`config.mk`:
```
export PLATFORM = sky130hd
export DESIGN_NAME = csv_field_splitter_core_flat
export DESIGN_NICKNAME = d
export VERILOG_FILES = /design/src/rtl/csvfs_pkg.sv /design/src/rtl/csvfs_if.sv /design/src/rtl/csvfs_datapath.sv /design/src/rtl/csvfs_ctrl.sv /design/src/rtl/csv_field_splitter_core.sv /design/src/flat_wrapper.sv
export SDC_FILE = /design/constraint.sdc
export NUM_CORES = 1
export LEC_CHECK = 0
export BUFFER_PORTS_ARGS = -buffer_cell sky130_fd_sc_hd__buf_4
export CAP_MARGIN = 0
export CELL_PAD_IN_SITES_DETAIL_PLACEMENT = 1
export CELL_PAD_IN_SITES_GLOBAL_PLACEMENT = 2
export CORE_MARGIN = 1
export CORE_UTILIZATION = 42
export CTS_CLUSTER_DIAMETER = 60
export CTS_CLUSTER_SIZE = 8
export DETAILED_ROUTE_END_ITERATION = 8
export PLACE_DENSITY = 0.86
export SLEW_MARGIN = 20
export SYNTH_ARGS = -nofsm -noshare
export SYNTH_HDL_FRONTEND = slang
export SYNTH_HIERARCHICAL = 1
export SYNTH_SLANG_ARGS = --single-unit
```
`constraint.sdc`:
```
create_clock -name i_clk -period 4.5 [get_ports i_clk]
set_input_delay 0.9 -clock i_clk [delete_from_list [all_inputs] [get_ports i_clk]]
set_output_delay 0.9 -clock i_clk [all_outputs]
set_load 0.005 [all_outputs]
```
`src/rtl/csvfs_pkg.sv`:
```
`timescale 1ns / 1ps
package csvfs_pkg;

    localparam int unsigned HOLD_DEPTH_DEF = 16;

    localparam logic OP_EOL = 1'b1;

    localparam logic [7:0] CH_DQUOTE = 8'h22;
    localparam logic [7:0] CH_COMMA  = 8'h2C;
    localparam logic [7:0] CH_SPACE  = 8'h20;
    localparam logic [7:0] CH_TAB    = 8'h09;
    localparam logic [7:0] CH_CR     = 8'h0D;

    // datapath -> controller
    typedef struct packed {
        logic need_flush;
        logic flush_last;
        logic has_tail;
        logic out_free;
    } t_dp_status;

    // controller -> datapath
    typedef struct packed {
        logic accept;
        logic flush_step;
        logic tail_step;
    } t_ctl_cmd;

    function automatic logic is_ws(input logic [7:0] c);
        is_ws = (c == CH_SPACE) || ((c >= CH_TAB) && (c <= CH_CR));
    endfunction

endpackage

```
`src/rtl/csvfs_if.sv`:
```
`timescale 1ns / 1ps
interface csvfs_req_if;
    logic       valid;
    logic       ready;
    logic       op;
    logic [7:0] char_byte;

    modport source (output valid, output op, output char_byte, input ready);
    modport sink   (input valid, input op, input char_byte, output ready);
endinterface

interface csvfs_rsp_if;
    logic       valid;
    logic       ready;
    logic [7:0] out_char;
    logic       char_valid;
    logic       field_done;
    logic       line_done;
    logic       space_dropped;
    logic       last_of_run;

    modport source (output valid, output out_char, output char_valid, output field_done,
                    output line_done, output space_dropped, output last_of_run,
                    input ready);
    modport sink   (input valid, input out_char, input char_valid, input field_done,
                    input line_done, input space_dropped, input last_of_run,
                    output ready);
endinterface

```
`src/rtl/csvfs_datapath.sv`:
```
`timescale 1ns / 1ps
module csvfs_datapath #(
    parameter int unsigned HOLD_DEPTH = csvfs_pkg::HOLD_DEPTH_DEF
) (
    input  logic                  i_clk,
    input  logic                  i_rst_n,
    input  logic                  i_op,
    input  logic [7:0]            i_char_byte,
    input  csvfs_pkg::t_ctl_cmd   i_cmd,
    input  logic                  i_rsp_ready,
    output csvfs_pkg::t_dp_status o_status,
    output logic                  o_rsp_valid,
    output logic [7:0]            o_out_char,
    output logic                  o_char_valid,
    output logic                  o_field_done,
    output logic                  o_line_done,
    output logic                  o_space_dropped,
    output logic                  o_last_of_run
);

    localparam int unsigned CW = $clog2(HOLD_DEPTH + 1);
    localparam int unsigned AW = (HOLD_DEPTH > 1) ? $clog2(HOLD_DEPTH) : 1;

    // field and quote state
    logic          r_in_quotes, n_in_quotes;
    logic          r_pend, n_pend;
    logic          r_quoted, n_quoted;
    logic          r_content, n_content;
    logic [CW-1:0] r_count;
    logic          r_ovf;

    // hold buffer and release bookkeeping
    logic [7:0]    r_held [HOLD_DEPTH];
    logic [AW-1:0] r_rd_idx, n_rd_idx;
    logic [7:0]    r_rd_data;
    logic          r_lost;
    logic          r_tail;
    logic [7:0]    r_tail_char;

    // output register
    logic          r_out_valid;
    logic [7:0]    r_out_char;
    logic          r_out_cv, r_out_fd, r_out_ld, r_out_sd, r_out_last;

    logic          inq_eff;
    logic          hold_wr, ovf_set, field_end, rel, rel_tail;
    logic          imm_emit, imm_cv, imm_fd, imm_ld;
    logic [7:0]    imm_char;
    logic [CW-1:0] cnt_m1;
    logic          flush_last, out_free, held_any;

    assign held_any   = (r_count != '0);
    assign cnt_m1     = r_count - CW'(1);
    assign flush_last = (r_rd_idx == cnt_m1[AW-1:0]);
    assign out_free   = !r_out_valid || i_rsp_ready;

    // decode one request against the current field state
    always_comb begin
        inq_eff     = r_in_quotes & ~r_pend;
        n_in_quotes = inq_eff;
        n_pend      = 1'b0;
        n_quoted    = r_quoted;
        n_content   = r_content;
        hold_wr     = 1'b0;
        ovf_set     = 1'b0;
        field_end   = 1'b0;
        rel         = 1'b0;
        rel_tail    = 1'b0;
        imm_emit    = 1'b0;
        imm_char    = i_char_byte;
        imm_cv      = 1'b1;
        imm_fd      = 1'b0;
        imm_ld      = 1'b0;
        if (i_op == csvfs_pkg::OP_EOL) begin
            n_in_quotes = 1'b0;
            n_quoted    = 1'b0;
            n_content   = 1'b0;
            field_end   = 1'b1;
            imm_emit    = 1'b1;
            imm_char    = '0;
            imm_cv      = 1'b0;
            imm_fd      = 1'b1;
            imm_ld      = 1'b1;
        end else if (r_pend && (i_char_byte == csvfs_pkg::CH_DQUOTE)) begin
            // doubled quote: literal quote, stay quoted
            n_in_quotes = r_in_quotes;
            n_content   = 1'b1;
            imm_emit    = 1'b1;
        end else if (i_char_byte == csvfs_pkg::CH_DQUOTE) begin
            if (inq_eff) begin
                n_pend      = 1'b1;
                n_in_quotes = 1'b1;
            end else begin
                n_in_quotes = 1'b1;
                n_quoted    = 1'b1;
                rel         = 1'b1;
            end
        end else if ((i_char_byte == csvfs_pkg::CH_COMMA) && !inq_eff) begin
            n_quoted  = 1'b0;
            n_content = 1'b0;
            field_end = 1'b1;
            imm_emit  = 1'b1;
            imm_char  = '0;
            imm_cv    = 1'b0;
            imm_fd    = 1'b1;
        end else if (inq_eff || r_quoted) begin
            n_content = 1'b1;
            imm_emit  = 1'b1;
        end else if (csvfs_pkg::is_ws(i_char_byte)) begin
            if (r_content) begin
                if (r_count < CW'(HOLD_DEPTH)) begin
                    hold_wr = 1'b1;
                end else begin
                    ovf_set = 1'b1;
                end
            end
        end else begin
            n_content = 1'b1;
            rel       = 1'b1;
            rel_tail  = 1'b1;
            // nothing held: the character goes out at once
            imm_emit  = !held_any;
        end
    end

    always_comb begin
        o_status.need_flush = rel && held_any;
        o_status.flush_last = flush_last;
        o_status.has_tail   = r_tail;
        o_status.out_free   = out_free;
    end

    always_comb begin
        n_rd_idx = r_rd_idx;
        if (i_cmd.flush_step) begin
            n_rd_idx = flush_last ? '0 : r_rd_idx + AW'(1);
        end
    end

    always_ff @(posedge i_clk) begin
        if (!i_rst_n) begin
            r_in_quotes <= 1'b0;
            r_pend      <= 1'b0;
            r_quoted    <= 1'b0;
            r_content   <= 1'b0;
            r_count     <= '0;
            r_ovf       <= 1'b0;
            r_rd_idx    <= '0;
            r_tail      <= 1'b0;
            r_lost      <= 1'b0;
        end else begin
            r_rd_idx <= n_rd_idx;
            if (i_cmd.accept) begin
                r_in_quotes <= n_in_quotes;
                r_pend      <= n_pend;
                r_quoted    <= n_quoted;
                r_content   <= n_content;
                if (field_end) begin
                    r_count <= '0;
                    r_ovf   <= 1'b0;
                end else if (hold_wr) begin
                    r_count <= r_count + CW'(1);
                end else if (ovf_set) begin
                    r_ovf <= 1'b1;
                end
                if (rel && held_any) begin
                    r_lost <= r_ovf;
                    r_tail <= rel_tail;
                end
            end
            // release done: buffer empty, loss flag spent
            if (i_cmd.flush_step && flush_last) begin
                r_count <= '0;
                r_ovf   <= 1'b0;
            end
        end
    end

    // hold buffer: one write, one registered read
    always_ff @(posedge i_clk) begin
        if (i_cmd.accept && hold_wr) begin
            r_held[r_count[AW-1:0]] <= i_char_byte;
        end
        r_rd_data <= r_held[n_rd_idx];
    end

    always_ff @(posedge i_clk) begin
        if (i_cmd.accept && rel) begin
            r_tail_char <= i_char_byte;
        end
    end

    always_ff @(posedge i_clk) begin
        if (!i_rst_n) begin
            r_out_valid <= 1'b0;
        end else if (out_free) begin
            r_out_valid <= (i_cmd.accept && imm_emit) || i_cmd.flush_step || i_cmd.tail_step;
        end
    end

    always_ff @(posedge i_clk) begin
        if (out_free) begin
            if (i_cmd.flush_step) begin
                r_out_char <= r_rd_data;
                r_out_cv   <= 1'b1;
                r_out_fd   <= 1'b0;
                r_out_ld   <= 1'b0;
                r_out_sd   <= r_lost;
                r_out_last <= flush_last && !r_tail;
            end else if (i_cmd.tail_step) begin
                r_out_char <= r_tail_char;
                r_out_cv   <= 1'b1;
                r_out_fd   <= 1'b0;
                r_out_ld   <= 1'b0;
                r_out_sd   <= r_lost;
                r_out_last <= 1'b1;
            end else begin
                r_out_char <= imm_char;
                r_out_cv   <= imm_cv;
                r_out_fd   <= imm_fd;
                r_out_ld   <= imm_ld;
                r_out_sd   <= 1'b0;
                r_out_last <= 1'b1;
            end
        end
    end

    assign o_rsp_valid     = r_out_valid;
    assign o_out_char      = r_out_char;
    assign o_char_valid    = r_out_cv;
    assign o_field_done    = r_out_fd;
    assign o_line_done     = r_out_ld;
    assign o_space_dropped = r_out_sd;
    assign o_last_of_run   = r_out_last;

endmodule

```
`src/rtl/csvfs_ctrl.sv`:
```
`timescale 1ns / 1ps
module csvfs_ctrl (
    input  logic                  i_clk,
    input  logic                  i_rst_n,
    input  logic                  i_req_valid,
    input  csvfs_pkg::t_dp_status i_status,
    output logic                  o_req_ready,
    output csvfs_pkg::t_ctl_cmd   o_cmd
);

    localparam logic [1:0] ST_IDLE  = 2'd0;
    localparam logic [1:0] ST_FLUSH = 2'd1;
    localparam logic [1:0] ST_TAIL  = 2'd2;

    logic [1:0] r_state, n_state;

    always_comb begin
        n_state          = r_state;
        o_req_ready      = 1'b0;
        o_cmd.accept     = 1'b0;
        o_cmd.flush_step = 1'b0;
        o_cmd.tail_step  = 1'b0;
        unique case (r_state)
            ST_IDLE: begin
                o_req_ready  = i_status.out_free;
                o_cmd.accept = i_req_valid && i_status.out_free;
                if (o_cmd.accept && i_status.need_flush) begin
                    n_state = ST_FLUSH;
                end
            end
            ST_FLUSH: begin
                if (i_status.out_free) begin
                    o_cmd.flush_step = 1'b1;
                    if (i_status.flush_last) begin
                        n_state = i_status.has_tail ? ST_TAIL : ST_IDLE;
                    end
                end
            end
            ST_TAIL: begin
                if (i_status.out_free) begin
                    o_cmd.tail_step = 1'b1;
                    n_state         = ST_IDLE;
                end
            end
            default: begin
                n_state = ST_IDLE;
            end
        endcase
    end

    always_ff @(posedge i_clk) begin
        if (!i_rst_n) begin
            r_state <= ST_IDLE;
        end else begin
            r_state <= n_state;
        end
    end

endmodule

```
`src/rtl/csv_field_splitter_core.sv`:
```
`timescale 1ns / 1ps
// Channel   Dir  Modport  Payload
// i_req     in   sink     op, char_byte
// o_rsp     out  source   out_char, char_valid, field_done, line_done,
//                         space_dropped, last_of_run
//
// Order: a request that gives at most one result writes the result register.
//   A request that releases n held whitespace bytes is accepted, then the n
//   bytes go out, then the content character that triggered it, if any; the
//   single hold read port sets one byte per cycle while o_rsp is not stalled.
// Reset: synchronous, active low; clears quote, field and handshake state.
//   The hold buffer is not cleared; entries are read only after being written.
// Stalls: o_rsp ready low holds the result register; i_req ready drops while
//   that register is full and not taken, and during a release.
module csv_field_splitter_core #(
    parameter int unsigned HOLD_DEPTH = csvfs_pkg::HOLD_DEPTH_DEF
) (
    input logic        i_clk,
    input logic        i_rst_n,
    csvfs_req_if.sink  i_req,
    csvfs_rsp_if.source o_rsp
);

    csvfs_pkg::t_dp_status status;
    csvfs_pkg::t_ctl_cmd   cmd;
    logic                  req_ready;

    assign i_req.ready = req_ready;

    // Sequencer: accept, release held whitespace, emit the trailing character.
    csvfs_ctrl u_ctrl (
        .i_clk       (i_clk),
        .i_rst_n     (i_rst_n),
        .i_req_valid (i_req.valid),
        .i_status    (status),
        .o_req_ready (req_ready),
        .o_cmd       (cmd)
    );

    // Field state, hold buffer and the result register.
    csvfs_datapath #(
        .HOLD_DEPTH (HOLD_DEPTH)
    ) u_datapath (
        .i_clk           (i_clk),
        .i_rst_n         (i_rst_n),
        .i_op            (i_req.op),
        .i_char_byte     (i_req.char_byte),
        .i_cmd           (cmd),
        .i_rsp_ready     (o_rsp.ready),
        .o_status        (status),
        .o_rsp_valid     (o_rsp.valid),
        .o_out_char      (o_rsp.out_char),
        .o_char_valid    (o_rsp.char_valid),
        .o_field_done    (o_rsp.field_done),
        .o_line_done     (o_rsp.line_done),
        .o_space_dropped (o_rsp.space_dropped),
        .o_last_of_run   (o_rsp.last_of_run)
    );

endmodule

```
`src/flat_wrapper.sv`:
```
// flat-port wrapper written by rule: the top's interface ports become plain ports
module csv_field_splitter_core_flat 
#(
    parameter int unsigned HOLD_DEPTH = csvfs_pkg::HOLD_DEPTH_DEF
)
  (i_clk, i_rst_n, i_req_valid, i_req_op, i_req_char_byte, i_req_ready, o_rsp_valid, o_rsp_out_char, o_rsp_char_valid, o_rsp_field_done, o_rsp_line_done, o_rsp_space_dropped, o_rsp_last_of_run, o_rsp_ready);
  csvfs_req_if i_req_i ();
  csvfs_rsp_if o_rsp_i ();
  input logic i_clk;
  input logic i_rst_n;
  input wire logic [$bits(i_req_i.valid)-1:0] i_req_valid;
  input wire logic [$bits(i_req_i.op)-1:0] i_req_op;
  input wire logic [$bits(i_req_i.char_byte)-1:0] i_req_char_byte;
  output wire logic [$bits(i_req_i.ready)-1:0] i_req_ready;
  output wire logic [$bits(o_rsp_i.valid)-1:0] o_rsp_valid;
  output wire logic [$bits(o_rsp_i.out_char)-1:0] o_rsp_out_char;
  output wire logic [$bits(o_rsp_i.char_valid)-1:0] o_rsp_char_valid;
  output wire logic [$bits(o_rsp_i.field_done)-1:0] o_rsp_field_done;
  output wire logic [$bits(o_rsp_i.line_done)-1:0] o_rsp_line_done;
  output wire logic [$bits(o_rsp_i.space_dropped)-1:0] o_rsp_space_dropped;
  output wire logic [$bits(o_rsp_i.last_of_run)-1:0] o_rsp_last_of_run;
  input wire logic [$bits(o_rsp_i.ready)-1:0] o_rsp_ready;
  assign i_req_i.valid = i_req_valid;
  assign i_req_i.op = i_req_op;
  assign i_req_i.char_byte = i_req_char_byte;
  assign i_req_ready = i_req_i.ready;
  assign o_rsp_valid = o_rsp_i.valid;
  assign o_rsp_out_char = o_rsp_i.out_char;
  assign o_rsp_char_valid = o_rsp_i.char_valid;
  assign o_rsp_field_done = o_rsp_i.field_done;
  assign o_rsp_line_done = o_rsp_i.line_done;
  assign o_rsp_space_dropped = o_rsp_i.space_dropped;
  assign o_rsp_last_of_run = o_rsp_i.last_of_run;
  assign o_rsp_i.ready = o_rsp_ready;
  csv_field_splitter_core #(.HOLD_DEPTH(HOLD_DEPTH)) u_core (.i_clk(i_clk), .i_rst_n(i_rst_n), .i_req(i_req_i), .o_rsp(o_rsp_i));
endmodule
```
**Yosys cells after proc, flatten, opt, wreduce, memory -nomap -nowiden**

Memories as Yosys holds them, arrays and structs flattened. A register that Yosys moved wholly into a read port is not among the register bits.
Index checks and enable logic that the tools add are counted.

- Memory bits (read-only): 0
- Register bits after elaboration: 40
- Word-level logic and storage cells: 164
- Bits in latches: 0
- Memories kept: 1
- Memory bits (writable): 128

- Multipliers: 0
- Shift-type cells: 0
- Div/mod/pow operators: 0
- Multiplexer cells: 87
- Equal/unequal tests: 15
- Reductions and logical operators: 34
- Order comparisons: 3
- Add/subtract/negate cells: 3
- Bitwise gates (word level): 3

Memory list:

| name | depth | bits a word | rd ports | clocked after memory_dff | wr ports | line | text |
|---|---|---|---|---|---|---|---|
| u_core.u_datapath.r_held | 16 | 8 | 1 | 1 | 1 | csvfs_datapath.sv:33 | `logic [7:0] r_held [HOLD_DEPTH];` |

Operators with widths:

| cell | count |
|---|---|
| $mux 1 | 71 |
| $mux 8 | 6 |
| $eq 8x6->1 const B | 3 |
| $logic_and 1x1->1 | 11 |
| $mux 2 | 5 |
| $mux 5 | 2 |
| $ne 2x2->1 const B | 5 |
| $ge 8x4->1 const B | 1 |
| $le 8x4->1 const B | 1 |
| $mux 4 | 2 |
| $reduce_and 4->1 | 2 |
| $ne 3x3->1 const B | 2 |
| $pmux 2 s3 | 1 |
| $reduce_and 2->1 | 3 |
| $reduce_and 3->1 | 2 |
| $add 5x1->5 const B | 1 |
| $logic_or 1x1->1 | 5 |
| $lt 5x5->1 const B | 1 |
| $ne 5x5->1 const B | 1 |
| $reduce_bool 5->1 | 1 |
| $add 4x1->4 const B | 1 |
| $eq 4x4->1 | 1 |
| $logic_not 1->1 | 4 |
| $reduce_bool 2->1 | 2 |
| 9 further kinds | 11 |

**Depth between registers and ports, before layout**

- Word-level depth: 13
- Gate-level depth with buffers: 13
- Gate-level depth less buffers: 9

**By module**

The synthesis kept the hierarchy.

Modules (own cells, without submodules):

| module | cells each | sequential area each (um^2) | instances | area each (um^2) |
|---|---|---|---|---|
| csvfs_datapath | 749 | 4974.8 | 1 | 8399.3 |
| csvfs_ctrl | 11 | 40.0 | 1 | 120.1 |

**Worst setup path after synthesis**

Ideal clock, no wire load.

- Path kind: in2reg
- From: input port o_rsp_ready
- To: memory u_core.u_datapath.r_held[3][0] (enable)
- Slack: 0.786 ns
- Required time: 4.117 ns
- Path buffers: 2
- Arrival: 3.331 ns
- Cell stages on the path: 9
- Cell sequence: nand2b_1 > buf_4 > nor3b_2 > and2_1 > clkbuf_1 > nand3_1 > nor3_2 > nand2_1 > nor3_1

RTL lines:

| item | line | text |
|---|---|---|
| start, declared | flat_wrapper.sv:22 | `input wire logic [$bits(o_rsp_i.ready)-1:0] o_rsp_ready;` |
| end, declared | csvfs_datapath.sv:33 |  |

**Final worst setup path**

- From: register u_core.u_datapath.r_count[0]
- To: register u_core.u_datapath.r_rd_data[4], read port of u_core.u_datapath.r_held

- Longest elaborated chain between the ends: 4

RTL lines:

| item | line | text |
|---|---|---|
| start, declared | csvfs_datapath.sv:29 | `logic [CW-1:0] r_count;` |
| start signal, assigned | csvfs_datapath.sv:162 | `r_count <= r_count + CW'(1);` |
| $sub 4x1->4 | csvfs_datapath.sv:53 | `assign cnt_m1 = r_count - CW'(1);` |
| $eq 4x4->1 | csvfs_datapath.sv:54 | `assign flush_last = (r_rd_idx == cnt_m1[AW-1:0]);` |
| $mux 4 | csvfs_datapath.sv:136 | `n_rd_idx = flush_last ? '0 : r_rd_idx + AW'(1);` |
| $mux 4 | csvfs_datapath.sv:135 | `if (i_cmd.flush_step) begin` |
| end, declared | csvfs_datapath.sv:35 | `logic [7:0] r_rd_data;` |

No other way between the ends.
A chain may end at the register's enable or synchronous reset.

==> results.md <==
Setup path:
- The startpoint type of the worst setup path is a flop.
- The largest fanout of any net on the critical path is 19.
- The critical path data required time is 4890 ps.
- The critical path class is flop to flop.
- The depth of the worst register-to-register path is 10.
- STA classifies the critical path endpoint as a flop.
- For the worst setup path, the data arrival time is 4070 ps.

Clocking:
- The quantity of hold-fixing buffers added after cts is 0.
- The buffers inserted during post-CTS setup optimization is 0.
- Clock-pin slew was measured on the worst setup and hold paths at 70 ps.
- The clock tree synthesis step divided the H-tree into 4 levels.
- The clock sink count is 176.
- The worst-case clock buffer depth is 2.
- The clock reaches the later pin of the worst-skew pair after 440 ps.
- The CTS tree is done.
- The tree is rooted in a sky130_fd_sc_hd__clkbuf_16.
- The post-cts gate resize count is 0.
- The total CTS buffers is 17.

Logic synthesis:
- In this run the biggest area consumer among cell types represents 52.5% of the synthesized area.
- The share of flip-flops with an asynchronous set or reset is 0%.
- The biggest area contributor in the post-synthesis netlist is sky130_fd_sc_hd__edfxtp_1.
- The synthesized netlist occupies a cell area of 0.00852 mm².
- The total of flip-flops plus latches after synthesis is 176.
- Counting instances in the post-synthesis netlist gives the leading cell types as sky130_fd_sc_hd__edfxtp_1, sky130_fd_sc_hd__nand2_1, sky130_fd_sc_hd__nor2_1, sky130_fd_sc_hd__a21oi_1, sky130_fd_sc_hd__mux2i_1.
- The synthesized netlist net count is 778.
- Sorting the synthesized cells by area gives the leading types as sky130_fd_sc_hd__edfxtp_1, sky130_fd_sc_hd__dfxtp_1, sky130_fd_sc_hd__mux2i_1.
- In the synthesized netlist the dominant register cell turns out to be sky130_fd_sc_hd__edfxtp_1.
- The instance count of the mapped netlist is 760.
- The most common cell in the synthesized netlist is sky130_fd_sc_hd__edfxtp_1.
- Sequential cells were found to cover 58.9% of the synthesized design area.
- Yosys mapped a number of flops with a built-in enable equal to 149.
- The number of warnings issued by yosys is 6.
- Averaged over all synthesized cells, the footprint is 11.2 µm².
- Yosys mapped the design onto 64 distinct sky130hd cell types.

Finish:
- The area growth from synthesis to layout is 13.1%.
- The net count of the finished layout is 804.
- The number of diodes is 0.
- Cells fill 49.0% of the core in the end.
- The post-route netlist has 13.3% of its cells at a drive strength greater than 1.

Placed design:
- After legalization and detailed placement, the total HPWL measured 18000 µm.
- Routability-driven placement finished with a final weighted congestion of 0.863.
- Before CTS, the worst setup slack after placement is 647 ps.
- In this run the tool buffered the top-level ports with 27 buffer cells.

STA:
- For the pin with the worst max-slew slack, the measured transition is 1070 ps.
- The maximum clock rate is 272 MHz.
- The number of max-slew violations in the final report is 0.
- The final setup slack of the worst path is 818 ps.
- The number of hold violations in the final report came to 0.
- The number of endpoints failing setup at the final stage is 0.
- The part of the cycle the worst path needs is 81.8%.
- Across all hold checks on the routed design, the worst slack comes to 471 ps.
- For the finished layout, the period the worst path requires is 3680 ps.
- The headroom to the max-slew limit is 28.4%.
- Setup repair after global routing left no endpoint under its margin.
- For the final routed database, the setup TNS stands at 0 ps.
- The post-route clock skew is 9.07 ps.

Detailed routing:
- The count of nets left with antenna violations after detail routing is 0.
- The number of DRC markers in iteration 0 is 676.
- Summing over every cut layer, the via total after detailed routing is 6805.
- Dividing the detail-routed wire length by the instance count gives 26.2 µm.
- Summed over all layers, the routed wires come to 27900 µm.
- The via count normalized by instance count is 6.40.
- The final routed DRC violation total is 0.
- The length of the first detailed-routing pass in iterations is 5.

Power:
- For this design the static power due to leakage is 3.20 nW.
- The maximum VDD drop is 0.000277 V.
- The power density over the cells is 341 mW/mm².

Worst hold path:
- Along the worst hold path, the cell count comes to 2.
- The worst hold path belongs to the class flop to flop.

Die:
- Once the floorplan was initialized, standard cells occupied 43.3% of the core.
- The core box area is 0.0197 mm².
- The number of top-level pins is 28.
- The total die area is 0.0209 mm².
- The die width is 144 µm.
- The die is 144 µm tall.
- The initialized floorplan defines 51 standard-cell rows.

Run status:
- The flow ran to the end, and the final reports show no timing, DRC or antenna violations.

Global route:
- The wire length of the first global-routing pass is 42100 µm.
- After global routing the overflow that remains totals 0.
- The overall global routing resource usage is 28.3%.
- The number of global-route vias before repair is 7090.
- The initial antenna violation count is 0.
- The maximum number of pins on one net before global-route repair is 39.

Flow run:
- Max-cap violations in this run came to 0.
-- stage by stage --
| step | cells | total power, mW | area [µm²] |
|---|---|---|---|
| 2_1_floorplan | 760 | 1.85 | 8520 |
| 3_3_place_gp | 1032 | 1.91 | 9080 |
| 3_5_place_dp | 1032 | 1.91 | 9080 |
| 4_1_cts | 1064 | 3.31 | 9630 |
| 5_1_grt | 1064 | 3.37 | 9630 |
| 6_report | 1064 | 3.29 | 9630 |
-- layer usage --
metal / track usage [%] / up-vias / share of wire, %
met5: 0 / - / 0
met4: 15.5 / 0 / 4.8
met3: 4.37 / 71 / 6.2
met2: 46.4 / 315 / 48
met1: 35.7 / 3452 / 41
li1: - / 2967 / -
-- kinds of logic after synthesis --
family                   share of synthesized area [%]
AND/OR/NAND/NOR                                   14.9
AO/OA/AOI/OAI                                     16.2
flip-flops                                        58.9
buffers and inverters                             2.89
multiplexers                                      4.60
XOR/XNOR                                          1.81
adder cells (fa/ha/maj)                          0.734
-- registers in the layout, summed over array words and instances, names as in the netlist, 2 cells and up --
| register | flops |
|---|---|
| u_core/u_datapath/o_out_char | 8 |
| u_core/u_datapath/r_held | 128 |
| u_core/u_datapath/r_count | 5 |
| u_core/u_datapath/r_rd_data | 8 |
| u_core/u_datapath/r_rd_idx | 4 |
| u_core/u_datapath/r_tail_char | 8 |
| u_core/u_ctrl/r_state | 2 |
-- final timing paths --
path                                                    from                              to  slack [ps]
worst min-delay path              u_core/u_datapath/r_quoted      u_core/u_datapath/r_quoted         470
worst max register to register  u_core/u_datapath/r_count[0]  u_core/u_datapath/r_rd_data[4]         820
worst max-delay path            u_core/u_datapath/r_count[0]  u_core/u_datapath/r_rd_data[4]         820
worst min register to register    u_core/u_datapath/r_quoted      u_core/u_datapath/r_quoted         470
-- cell usage in the layout, fill, tap and decap left out, drive strengths merged, types with 10 or more instances in the layout --
| cell type | n |
|---|---|
| dfxtp | 27 |
| o21ai | 26 |
| a221o | 10 |
| edfxtp | 149 |
| nor3 | 16 |
| inv | 14 |
| a31oi | 13 |
| a221oi | 22 |
| nand4 | 17 |
| a21oi | 58 |
| nand2 | 91 |
| and3 | 11 |
| buf | 59 |
| clkbuf | 17 |
| nand3 | 18 |
| nor2 | 79 |
| mux2i | 38 |
-- power by group --
| part | switching, mW | internal, mW | leakage (nW) | total (mW) |
|---|---|---|---|---|
| Combinational | 0.0617 | 0.0308 | 1.33 | 0.0925 |
| Clock | 0.689 | 0.725 | 0.275 | 1.41 |
| Sequential | 0.00415 | 1.78 | 1.59 | 1.78 |
| Total | 0.755 | 2.53 | 3.20 | 3.29 |
-- cell type report --
class                      instances  area (µm²)
inverter                           6        22.5
multi-input combinational        526        3270
clock inverter                    15         126
tap                              265         332
fill                            2156       10000
clock buffer                      17         425
timing repair buffer              59         443
sequential                       176        5020
-- worst max-delay path: stages, from the launching register on --
cell                       delay (ps)
sky130_fd_sc_hd__dfxtp_1          640
sky130_fd_sc_hd__inv_1            150
sky130_fd_sc_hd__ha_1             390
sky130_fd_sc_hd__xnor2_1          420
sky130_fd_sc_hd__a211oi_2         110
sky130_fd_sc_hd__a21oi_2          820
sky130_fd_sc_hd__buf_4            280
sky130_fd_sc_hd__a21oi_1           70
sky130_fd_sc_hd__a21boi_1         160
sky130_fd_sc_hd__a211oi_1         390
sky130_fd_sc_hd__o31a_1           180
(Power assumes the default switching activity.)
